File: src/ssk_pkg.sv
`timescale 1ns / 1ps
// ----------------------------------------------------------------------------
// ssk_pkg
// Shared types and constants of the smallest-k tracker.
// ----------------------------------------------------------------------------
package ssk_pkg;

  localparam int ValueW      = 32;
  localparam int CfgW        = 5;
  localparam int MaxKeepDef  = 16;
  localparam logic [CfgW-1:0] KeepCountRst = CfgW'(1);

  typedef logic signed [ValueW-1:0] value_t;
  typedef logic [CfgW-1:0]          cfg_t;

  // Per-cell controls derived from the fill level
  typedef struct packed {
    logic valid;  // cell holds a kept value
    logic hole;   // cell is the insertion limit
    logic write;  // cell updates this cycle
  } cell_ctrl_t;

  typedef enum logic [1:0] {
    StRun  = 2'b01,
    StEmit = 2'b10
  } state_e;

endpackage

File: src/ssk_in_if.sv
`timescale 1ns / 1ps
// ----------------------------------------------------------------------------
// ssk_in_if
// Input channel: one value word per handshake, with end-of-set flag.
// ----------------------------------------------------------------------------
interface ssk_in_if;
  import ssk_pkg::*;

  logic   valid;
  logic   ready;
  value_t value;
  logic   last_item;

  modport source (output valid, output value, output last_item, input ready);
  modport sink   (input valid, input value, input last_item, output ready);
endinterface

File: src/ssk_out_if.sv
`timescale 1ns / 1ps
// ----------------------------------------------------------------------------
// ssk_out_if
// Output channel: one kept value word per handshake, with status flags.
// ----------------------------------------------------------------------------
interface ssk_out_if;
  import ssk_pkg::*;

  logic   valid;
  logic   ready;
  value_t kept_value;
  logic   last_result;
  logic   too_few;

  modport source (output valid, output kept_value, output last_result,
                  output too_few, input ready);
  modport sink   (input valid, input kept_value, input last_result,
                  input too_few, output ready);
endinterface

File: src/streaming_smallest_k_tracker_unit.sv
`timescale 1ns / 1ps
// ----------------------------------------------------------------------------
// streaming_smallest_k_tracker_unit
// Keeps the k smallest signed values of a set in a sorted chain of cells and
// streams them out largest first when the last value of the set arrives.
// Throughput: one value word per cycle in the run state, none while results
// drain; each cell compares and shifts as a word is taken. After the last
// value, the emit state loads k output words into the output register, one
// per cycle while the sink is ready (one word for a too-few set); the next
// value is taken in the cycle after the final word is loaded.
// Reset (async, active low): empty chain, idle output, keep_count = 1.
// ----------------------------------------------------------------------------
module streaming_smallest_k_tracker_unit #(
  parameter int MaxKeep = ssk_pkg::MaxKeepDef
) (
  input  logic          clk_i,
  input  logic          rst_ni,
  input  logic          cfg_we_i,
  input  ssk_pkg::cfg_t cfg_wdata_i,
  ssk_in_if.sink        in_i,
  ssk_out_if.source     out_o
);
  import ssk_pkg::*;

  localparam int CntW = $clog2(MaxKeep + 1);
  localparam int IdxW = (MaxKeep > 1) ? $clog2(MaxKeep) : 1;

  cfg_t             keep_q;
  logic [CntW-1:0]  k_eff;
  logic [CntW-1:0]  held_q, held_d, held_eff, held_new, hole_idx;
  logic [CntW-1:0]  emit_cnt_q, emit_cnt_d, emit_top;
  logic             few_q, few_d, few_new;
  logic             room, top_gt, do_ins, in_acc, emit_load;
  state_e           state_q, state_d;

  value_t           cell_val [MaxKeep];
  value_t           left_val [MaxKeep];
  logic [MaxKeep-1:0] cell_gt, left_gt;
  cell_ctrl_t       cell_ctrl [MaxKeep];

  logic             out_valid_q, out_valid_d;
  value_t           out_value_q, out_value_d;
  logic             out_last_q, out_last_d, out_few_q, out_few_d;

  // Configuration register
  always_ff @(posedge clk_i or negedge rst_ni) begin
    if (!rst_ni) begin
      keep_q <= KeepCountRst;
    end else if (cfg_we_i) begin
      keep_q <= cfg_wdata_i;
    end
  end

  // Clamp k into 1..MaxKeep
  always_comb begin
    if (keep_q == '0) begin
      k_eff = CntW'(1);
    end else if (int'(keep_q) > MaxKeep) begin
      k_eff = CntW'(MaxKeep);
    end else begin
      k_eff = CntW'(keep_q);
    end
  end

  // Fill level, insertion limit and decision to insert
  assign held_eff = (held_q > k_eff) ? k_eff : held_q;
  assign room     = held_eff < k_eff;
  assign hole_idx = room ? held_eff : held_eff - CntW'(1);
  assign top_gt   = cell_gt[hole_idx[IdxW-1:0]];
  assign in_acc   = in_i.valid && in_i.ready;
  assign do_ins   = in_acc && (room || top_gt);
  assign held_new = room ? held_eff + CntW'(1) : held_eff;
  assign few_new  = held_new < k_eff;

  assign in_i.ready = (state_q == StRun);

  // Row of cells
  for (genvar i = 0; i < MaxKeep; i++) begin : g_cell
    if (i == 0) begin : g_head
      assign left_val[i] = '0;
      assign left_gt[i]  = 1'b0;
    end else begin : g_body
      assign left_val[i] = cell_val[i-1];
      assign left_gt[i]  = cell_gt[i-1];
    end

    assign cell_ctrl[i].valid = CntW'(i) < held_eff;
    assign cell_ctrl[i].hole  = CntW'(i) == hole_idx;
    assign cell_ctrl[i].write = do_ins && (CntW'(i) <= hole_idx);

    ssk_cell u_cell (
      .clk_i        (clk_i),
      .ins_value_i  (in_i.value),
      .left_value_i (left_val[i]),
      .left_gt_i    (left_gt[i]),
      .ctrl_i       (cell_ctrl[i]),
      .value_o      (cell_val[i]),
      .gt_o         (cell_gt[i])
    );
  end

  // Sequencer: accept values, then drain the chain largest first
  assign emit_top  = emit_cnt_q - CntW'(1);
  assign emit_load = (state_q == StEmit) && (!out_valid_q || out_o.ready);

  always_comb begin
    state_d     = state_q;
    held_d      = held_q;
    emit_cnt_d  = emit_cnt_q;
    few_d       = few_q;
    out_value_d = out_value_q;
    out_last_d  = out_last_q;
    out_few_d   = out_few_q;
    case (state_q)
      StRun: begin
        if (in_acc && in_i.last_item) begin
          held_d     = '0;
          emit_cnt_d = held_new;
          few_d      = few_new;
          state_d    = StEmit;
        end else if (in_acc) begin
          held_d = held_new;
        end
      end
      StEmit: begin
        if (emit_load) begin
          if (few_q) begin
            out_value_d = '0;
            out_last_d  = 1'b1;
            out_few_d   = 1'b1;
            state_d     = StRun;
          end else begin
            out_value_d = cell_val[emit_top[IdxW-1:0]];
            out_last_d  = (emit_cnt_q == CntW'(1));
            out_few_d   = 1'b0;
            emit_cnt_d  = emit_top;
            if (emit_cnt_q == CntW'(1)) begin
              state_d = StRun;
            end
          end
        end
      end
      default: begin
        state_d = StRun;
      end
    endcase
  end

  // Output register: set on load, drop once taken
  always_comb begin
    if (emit_load) begin
      out_valid_d = 1'b1;
    end else if (out_o.ready) begin
      out_valid_d = 1'b0;
    end else begin
      out_valid_d = out_valid_q;
    end
  end

  always_ff @(posedge clk_i or negedge rst_ni) begin
    if (!rst_ni) begin
      state_q     <= StRun;
      held_q      <= '0;
      emit_cnt_q  <= '0;
      few_q       <= 1'b0;
      out_valid_q <= 1'b0;
    end else begin
      state_q     <= state_d;
      held_q      <= held_d;
      emit_cnt_q  <= emit_cnt_d;
      few_q       <= few_d;
      out_valid_q <= out_valid_d;
    end
  end

  always_ff @(posedge clk_i) begin
    out_value_q <= out_value_d;
    out_last_q  <= out_last_d;
    out_few_q   <= out_few_d;
  end

  assign out_o.valid       = out_valid_q;
  assign out_o.kept_value  = out_value_q;
  assign out_o.last_result = out_last_q;
  assign out_o.too_few     = out_few_q;

endmodule

File: src/ssk_cell.sv
`timescale 1ns / 1ps
// ----------------------------------------------------------------------------
// ssk_cell
// One slot of the sorted chain: compares the incoming value against its own
// entry and either keeps it, takes the new value, or takes its left neighbor.
// ----------------------------------------------------------------------------
module ssk_cell (
  input  logic                clk_i,
  input  ssk_pkg::value_t     ins_value_i,
  input  ssk_pkg::value_t     left_value_i,
  input  logic                left_gt_i,
  input  ssk_pkg::cell_ctrl_t ctrl_i,
  output ssk_pkg::value_t     value_o,
  output logic                gt_o
);
  import ssk_pkg::*;

  value_t value_q, value_d;

  // Flag an entry that the new word must go below
  assign gt_o = ctrl_i.valid && (value_q > ins_value_i);

  // Shift up from the left, take the new word, or hold
  always_comb begin
    if (left_gt_i) begin
      value_d = left_value_i;
    end else if (gt_o || ctrl_i.hole) begin
      value_d = ins_value_i;
    end else begin
      value_d = value_q;
    end
  end

  always_ff @(posedge clk_i) begin
    if (ctrl_i.write) begin
      value_q <= value_d;
    end
  end

  assign value_o = value_q;

endmodule

File: src/flat_wrapper.sv
// flat-port wrapper written by rule: the top's interface ports become plain ports
module streaming_smallest_k_tracker_unit_flat import ssk_pkg::*;
#(
  parameter int MaxKeep = ssk_pkg::MaxKeepDef
)
  (clk_i, rst_ni, cfg_we_i, cfg_wdata_i, in_i_valid, in_i_value, in_i_last_item, in_i_ready, out_o_valid, out_o_kept_value, out_o_last_result, out_o_too_few, out_o_ready);
  ssk_in_if in_i_i ();
  ssk_out_if out_o_i ();
  input  logic clk_i;
  input  logic rst_ni;
  input  logic cfg_we_i;
  input  ssk_pkg::cfg_t cfg_wdata_i;
  input wire logic [$bits(in_i_i.valid)-1:0] in_i_valid;
  input wire logic [$bits(in_i_i.value)-1:0] in_i_value;
  input wire logic [$bits(in_i_i.last_item)-1:0] in_i_last_item;
  output wire logic [$bits(in_i_i.ready)-1:0] in_i_ready;
  output wire logic [$bits(out_o_i.valid)-1:0] out_o_valid;
  output wire logic [$bits(out_o_i.kept_value)-1:0] out_o_kept_value;
  output wire logic [$bits(out_o_i.last_result)-1:0] out_o_last_result;
  output wire logic [$bits(out_o_i.too_few)-1:0] out_o_too_few;
  input wire logic [$bits(out_o_i.ready)-1:0] out_o_ready;
  assign in_i_i.valid = in_i_valid;
  assign in_i_i.value = in_i_value;
  assign in_i_i.last_item = in_i_last_item;
  assign in_i_ready = in_i_i.ready;
  assign out_o_valid = out_o_i.valid;
  assign out_o_kept_value = out_o_i.kept_value;
  assign out_o_last_result = out_o_i.last_result;
  assign out_o_too_few = out_o_i.too_few;
  assign out_o_i.ready = out_o_ready;
  streaming_smallest_k_tracker_unit #(.MaxKeep(MaxKeep)) u_core (.clk_i(clk_i), .rst_ni(rst_ni), .cfg_we_i(cfg_we_i), .cfg_wdata_i(cfg_wdata_i), .in_i(in_i_i), .out_o(out_o_i));
endmodule
File: config.mk
export PLATFORM = sky130hd
export DESIGN_NAME = streaming_smallest_k_tracker_unit_flat
export DESIGN_NICKNAME = d
export VERILOG_FILES = /design/src/ssk_pkg.sv /design/src/ssk_in_if.sv /design/src/ssk_out_if.sv /design/src/streaming_smallest_k_tracker_unit.sv /design/src/ssk_cell.sv /design/src/flat_wrapper.sv
export SDC_FILE = /design/constraint.sdc
export NUM_CORES = 2
export LEC_CHECK = 0
export BUFFER_PORTS_ARGS = -buffer_cell sky130_fd_sc_hd__buf_4
export CORE_ASPECT_RATIO = 2
export CORE_MARGIN = 4
export CORE_UTILIZATION = 49
export CTS_CLUSTER_DIAMETER = 100
export CTS_CLUSTER_SIZE = 8
export DETAILED_ROUTE_END_ITERATION = 7
export HOLD_SLACK_MARGIN = 0.06
export PLACE_DENSITY = 0.74
export SLEW_MARGIN = 20
export SYNTH_ARGS = -nofsm -noshare
export SYNTH_HDL_FRONTEND = slang
export SYNTH_SLANG_ARGS = --single-unit
File: constraint.sdc
create_clock -name clk_i -period 19.85 [get_ports clk_i]
set_clock_uncertainty 0.1 [all_clocks]
set_input_delay 5.955 -clock clk_i [delete_from_list [all_inputs] [get_ports clk_i]]
set_output_delay 5.955 -clock clk_i [all_outputs]
set_load 0.02 [all_outputs]
# After elaboration in Yosys (flattened, before gate mapping)
# Index checks and enable logic that the tools add are counted.
[totals] reg_bits=565 latch_bits=0 ramBits=0 rom_bits=0 in_bits=43 out_inout_bits=36 memories=0
[classes] addsub=3 mul=0 div=0 magnitude_cmp=54 n_eq_ne=22 n_shift=0 mux=54 bitwise=1 reduce_logical=96
[op_table] operator="32-bit two-way mux" n=32
[op_table] operator="32-bit > comparator" n=16
[op_table] operator="32-bit binary-select mux with 4-bit select" n=1
[op_table] operator="5-bit two-way mux" n=10
[op_table] operator="4-bit by 5-bit equality test with 1-bit output (first input constant)" n=8
[op_table] operator="4-bit by 5-bit less-or-equal comparator with 1-bit output (first input constant)" n=8
[op_table] operator="4-bit by 5-bit less-than comparator with 1-bit output (first input constant)" n=8
[op_table] operator="2-bit AND reduction" n=19
[op_table] operator="1-bit logical AND" n=36
[op_table] operator="2-bit nonzero test" n=18
[op_table] operator="3-bit by 5-bit equality test with 1-bit output (first input constant)" n=4
[op_table] operator="3-bit by 5-bit less-or-equal comparator with 1-bit output (first input constant)" n=4
[op_table] operator="3-bit by 5-bit less-than comparator with 1-bit output (first input constant)" n=4
[op_table] operator="1-bit logical OR" n=18
[op_table] operator="2-bit by 5-bit equality test with 1-bit output (first input constant)" n=2
[op_table] operator="1-bit by 5-bit less-or-equal comparator with 1-bit output (first input constant)" n=2
[op_table] operator="2-bit by 5-bit less-or-equal comparator with 1-bit output (first input constant)" n=2
[op_table] operator="5-bit zero test" n=2
[op_table] operator="1-bit by 5-bit less-than comparator with 1-bit output (first input constant)" n=2
[op_table] operator="2-bit by 5-bit less-than comparator with 1-bit output (first input constant)" n=2
[op_table] operator="5-bit less-than comparator" n=2
[op_table] operator="5-bit case mux with 2 select lines" n=1
[op_table] operator="5-bit by 1-bit subtractor with 5-bit output (second input constant)" n=2
[op_table] operator="2-bit two-way mux" n=4
[op_table] operator="19 further kinds" n=23

# Logic depth before layout (Yosys ltp)
[logic_depth] word_depth=13 ltp_mapped=27 ltp_nobuf=22

# By module
# From an unflattened synthesis, not the netlist that was laid out.
[unflattened] cells_unflattened=4188 hier_area_um2=41126.9
[modules_own_cells] mod="ssk_cell" instances=16 cells_per_inst=222 area_each_um2=2108.3 seq_area_each_um2=960.9
[modules_own_cells] mod="streaming_smallest_k_tracker_unit" instances=1 cells_per_inst=636 area_each_um2=7394.6 seq_area_each_um2=1498.9

# Worst setup path after synthesis
# OpenSTA, ideal clock, no wires.
[synth_timing] path_type="input port to flip-flop" startpoint="input port in_i_value[19]" endpoint="register u_core.g_cell[15].u_cell.value_q[0] (enable)" setup_time_ns=0.595 t_arrival_ns=13.897 slack_ns=5.259 stages=14 cell_sequence="inv_1 > clkbuf_1 > ha_1 > a21oi_1 > o21ai_0 > a221o_1 > a2111oi_0 > nand2_1 > mux2_2 > clkbuf_1 > nand4b_1 > nand4_1 > nor4_4 > a2111oi_0"
[synth_via] elab_chain_len=8 word_cells_on_any_way=40
[synth_rtl] element="start, declared" line="flat_wrapper.sv:14" text="input wire logic [$bits(in_i_i.value)-1:0] in_i_value;"
[synth_rtl] element="32-bit > comparator" line="ssk_cell.sv:21" text="assign gt_o = ctrl_i.valid && (value_q > ins_value_i);"
[synth_rtl] element="1-bit logical AND" line="ssk_cell.sv:21"
[synth_rtl] element="1-bit binary-select mux with 4-bit select" line="streaming_smallest_k_tracker_unit.sv:69" text="assign top_gt = cell_gt[hole_idx[IdxW-1:0]];"
[synth_rtl] element="1-bit two-way mux (not written as such)" line="streaming_smallest_k_tracker_unit.sv:69"
[synth_rtl] element="1-bit logical OR" line="streaming_smallest_k_tracker_unit.sv:71" text="assign do_ins = in_acc && (room || top_gt);"
[synth_rtl] element="1-bit logical AND" line="streaming_smallest_k_tracker_unit.sv:71"
[synth_rtl] element="1-bit logical AND" line="streaming_smallest_k_tracker_unit.sv:89" text="assign cell_ctrl[i].write = do_ins && (CntW'(i) <= hole_idx);"
[synth_rtl] element="2-bit AND reduction (no line) *"
[synth_rtl] element="end signal, assigned" line="ssk_cell.sv:36" text="value_q <= value_d;"
[synth_rtl] element="end, declared" line="ssk_cell.sv:18" text="value_t value_q, value_d;"
# Every way passes the cells marked *; elsewhere a longest branch is shown, timed or not. The select of a mux whose other input is x is not followed.
# A chain may end at the register's enable or synchronous reset.

# Worst setup path in the final report
[layout_timing] startpoint="input port in_i_value[31]" endpoint="register u_core.g_cell[9].u_cell.value_q[10] (enable)"
[layout_via] elab_chain_len=8 word_cells_on_any_way=40
[layout_rtl] element="32-bit > comparator" line="ssk_cell.sv:21"
[layout_rtl] element="1-bit logical AND" line="ssk_cell.sv:21"
[layout_rtl] element="1-bit binary-select mux with 4-bit select" line="streaming_smallest_k_tracker_unit.sv:69"
[layout_rtl] element="1-bit two-way mux (not written as such)" line="streaming_smallest_k_tracker_unit.sv:69"
[layout_rtl] element="1-bit logical OR" line="streaming_smallest_k_tracker_unit.sv:71"
[layout_rtl] element="1-bit logical AND" line="streaming_smallest_k_tracker_unit.sv:71"
[layout_rtl] element="1-bit logical AND" line="streaming_smallest_k_tracker_unit.sv:89"
[layout_rtl] element="2-bit AND reduction (no line) *"
[layout_rtl] element="end signal, assigned" line="ssk_cell.sv:36"
[layout_rtl] element="end, declared" line="ssk_cell.sv:18"
# Marked as above.

==> out/results.ini <==
[grt]
grt_first_pass_wirelength_mm=217.2
grt_start_max_net_pins=87
antenna_violations_before_repair=8
grt.overflow.total=0
first_global_vias=32230
global_route.usage.total_pct=34.79

[detailed_routing]
routed-via-count=32590
totalWireLength_mm=151.9
first_pass_iters=8
route.detailed.wl_per_inst_um=32.48
drt-vias-per-instance=6.970
number_of_drc_markers_after_the_initial_detailed_route_iteration=3643
drcViolationCount=0
drtAntennaViolNets=0

[worst_setup_path]
critPathRequiredTime_ns=20.06
worst_setup_path_end_kind=flip-flop
critical_path.startpoint_type=primary input
crit_path_max_incr_delay_ns=0.88
path_cells=buf_4 -> inv_1 -> buf_4 -> ha_1 -> nand4_1 -> nor3_1 -> nand2_1 -> nor3_1 -> a21oi_1 -> xnor2_1 -> a211oi_4 -> buf_4 -> a221o_1 -> nor4_4 -> buf_4 -> a211oi_4 -> buf_4
slowest_stage=a211oi_4
critical_path_buf_inv_count=6
crit_path_max_fanout=36
timing.critical_path.mode_cell=buf_4
timing.critical_path.max_delay_family=compound AO/OA/AOI/OAI gates
start_to_end_type_of_the_worst_setup_path=in2reg
worst-endpoint-arrival_ns=11.54

[synth]
synth.distinct_cells=78
ys_ff_latch=565
yosys_warnings=0
yosys_most_used_dff=edfxtp_1
ys_top_cells_by_area=edfxtp_1 42%, ha_1 17%, mux4_2 7.3%
syn-num-nets=4127
synthCells=3554
mappedNetlistArea_um2=39230
netlist.top_cell.by_area=edfxtp_1
syn_avg_cell_area_um2=11.04
synth.top_cell.area_share_pct=41.80
synth_async_sr_flop_share_pct=3.363
synth_seq_area_share_pct=43.01
number_of_enable_flip_flop_cells_after_synthesis=546

[cts]
clock_sink_count=565
post_cts.resized_instances=0
tritoncts=yes
clkTransAtPathRegs_ns=0.05
post_cts.repair.setup_buffers=0
cts_buffers=80
clkLatencyLatePin_ns=0.67
clock_tree.htree_level_count=3
cts_hold_buf=0
cts_root_buf=clkbuf_16
cts_max_path_buffers=3

[sta]
setup_viol=0
finalMaxSlewViolations=0
slew_headroom_pct=21.82
tightest_slew_ns=1.162
final.setup.tns_ns=0
final_hold_violating_endpoints=0
max_freq_mhz=88.21
final_period_minus_worst_setup_slack_ns=11.34
final_min_period_over_clock_period_pct=57.11
grt_setup_unrepaired=false

[die]
floorplan.io_pins=79
die_outline_area_um2=84920
dieWidth_um=208.1
floorplan.die.height_um=408.1
floorplan.initialDensity_pct=49.48
num_rows=146
core_um2=79280

[power_and_ir_drop]
power.total_uw=8400
static-leakage-power_uw=0.01614
sequential_power_share_pct=31.0
max-vdd-ir-drop_mv=0.1960
p_per_cell_area_nw_per_um2=193.0
internal_portion_of_total_power_uw=4388
part_of_the_power_in_combinational_logic_pct=53.8
p_clk_share_pct=15.2
switching_share_pct=47.76
power.net_switching_uw=4012

[layout]
nNetsFinal=4187
area_growth_pct=10.96
nFillCells=6837
ff_latch_area_um2=16880
layout.cell_area.non_filler_um2=43530
multiInputGateArea_um2=21540
share_of_cells_above_drive_strength_1_pct=15.06
final_common_cell=edfxtp_1
mostFrequentLayoutCells=546 x edfxtp_1, 529 x ha_1, 523 x nand2_1

[placement]
numPortBuffers=78
placed_cell_area_um2=41290
dpl.hpwl_mm=111.1
gpl.final_weighted_congestion=1.044

[run]
max_cap_violations=0

[run_status]
outcome=finished, final reports clean

[min_path]
timing.hold.worst.class=reg2reg

-- cell type report --
type | count | area share, %
multi-input combinational | 2712 | 49.48
sequential | 565 | 38.78
clock buffer | 97 | 4.941
tap | 1036 | 2.978
timing repair buffer | 168 | 2.955
inverter | 87 | 0.7503
clock inverter | 3 | 0.06899
antenna | 8 | 0.04599
-- worst min-delay path, stage by stage, from the launching register on --
cell      delay, ns
dfrtp_1        0.33
nand2b_1       0.09
nand2_1        0.07
-- power by group through the flow --
stage                     Clock, uW  Sequential, uW  Combinational [uW]
after floorplan                   0            2340                2850
after detailed placement          0            2590                4350
after global routing           1320            2610                4780
after CTS                      1280            2570                4370
final                          1270            2600                4520
after global placement            0            2580                4270
-- worst paths after layout --
check | to | slack, ns | cells past startpoint | startpoint
max | u_core.g_cell[9].u_cell.value_o[10] | 8.51 | 17 | in_i_value[31]
max in group asynchronous | u_core.keep_q[0] | 14.28 | 1 | rst_ni
min | u_core.out_o.valid | 0.43 | 2 | u_core.out_o.valid
max reg2reg | u_core.g_cell[9].u_cell.value_o[10] | 11.50 | 23 | u_core.keep_q[2]
min reg2reg | u_core.out_o.valid | 0.43 | 2 | u_core.out_o.valid
min in group asynchronous | u_core.keep_q[4] | 5.09 | 1 | rst_ni
-- sequential cells by signal (all words and copies together) (netlist names) --
| register | count |
|---|---|
| u_core.out_o.too_few | 1 |
| u_core.out_o.kept_value | 32 |
| u_core.out_o.valid | 1 |
| u_core.out_o.last_result | 1 |
| u_core.held_q | 5 |
| u_core.g_cell.u_cell.value_o | 512 |
| u_core.keep_q | 5 |
| u_core.state_q | 2 |
| u_core.few_q | 1 |
| u_core.emit_cnt_q | 5 |
-- kinds of logic (layout without fill, tap and decap cells) --
| group | after synthesis | in the layout | share of synthesized area, % |
|---|---|---|---|
| AND/OR/NAND/NOR | 931 | 931 | 10.92 |
| XOR/XNOR | 14 | 14 | 0.3317 |
| other | 0 | 8 | 0 |
| adder cells (fa/ha/maj) | 530 | 530 | 16.90 |
| multiplexers | 279 | 279 | 11.57 |
| AO/OA/AOI/OAI | 958 | 958 | 14.53 |
| flip-flops | 565 | 565 | 43.01 |
| buffers and inverters | 277 | 355 | 2.730 |
-- synth_stat cells, types with 9 or more instances --
| library cell | number |
|---|---|
| a21oi_1 | 213 |
| a221o_1 | 11 |
| mux2i_1 | 38 |
| and4_1 | 10 |
| a21boi_0 | 9 |
| and2_1 | 9 |
| inv_1 | 84 |
| nor2_1 | 74 |
| a211oi_1 | 92 |
| dfrtp_1 | 17 |
| nand2b_1 | 9 |
| nor4_1 | 24 |
| nor2b_1 | 58 |
| nand2_1 | 523 |
| buf_1 | 27 |
| clkbuf_1 | 151 |
| nor3_1 | 30 |
| mux4_2 | 128 |
| mux2_2 | 112 |
| nand3_1 | 61 |
| ha_1 | 530 |
| o21ai_0 | 450 |
| o211ai_1 | 22 |
| nand4_1 | 108 |
| a21o_1 | 36 |
| xnor2_1 | 11 |
| a221oi_1 | 18 |
| a2111oi_0 | 9 |
| o22ai_1 | 10 |
| edfxtp_1 | 546 |
-- per-layer routing --
| layer | routed length (um) | vias up | global-route usage (%) |
|---|---|---|---|
| met3 | 11160 | 875 | 5.904 |
| met2 | 72930 | 2188 | 59.14 |
| li1 | - | 13920 | - |
| met5 | 24 | - | 0 |
| met1 | 45990 | 15610 | 34.15 |
| met4 | 21790 | 4 | 36.80 |
-- per-stage QoR --
step | hold WS [ns] | std cells | setup slack, ns | utilization (%)
after floorplan | 0.3231 | 3554 | 5.259 | -
after global placement | 0.4006 | 4566 | 8.049 | 52.08
after detailed placement | 0.4270 | 4566 | 7.882 | 52.08
after CTS | 0.4414 | 4666 | 8.554 | 54.83
after global routing | 0.4504 | 4671 | 8.357 | 54.88
final | 0.4350 | 4676 | 8.513 | 54.90
Note: power is estimated with default switching activity, not from simulation.
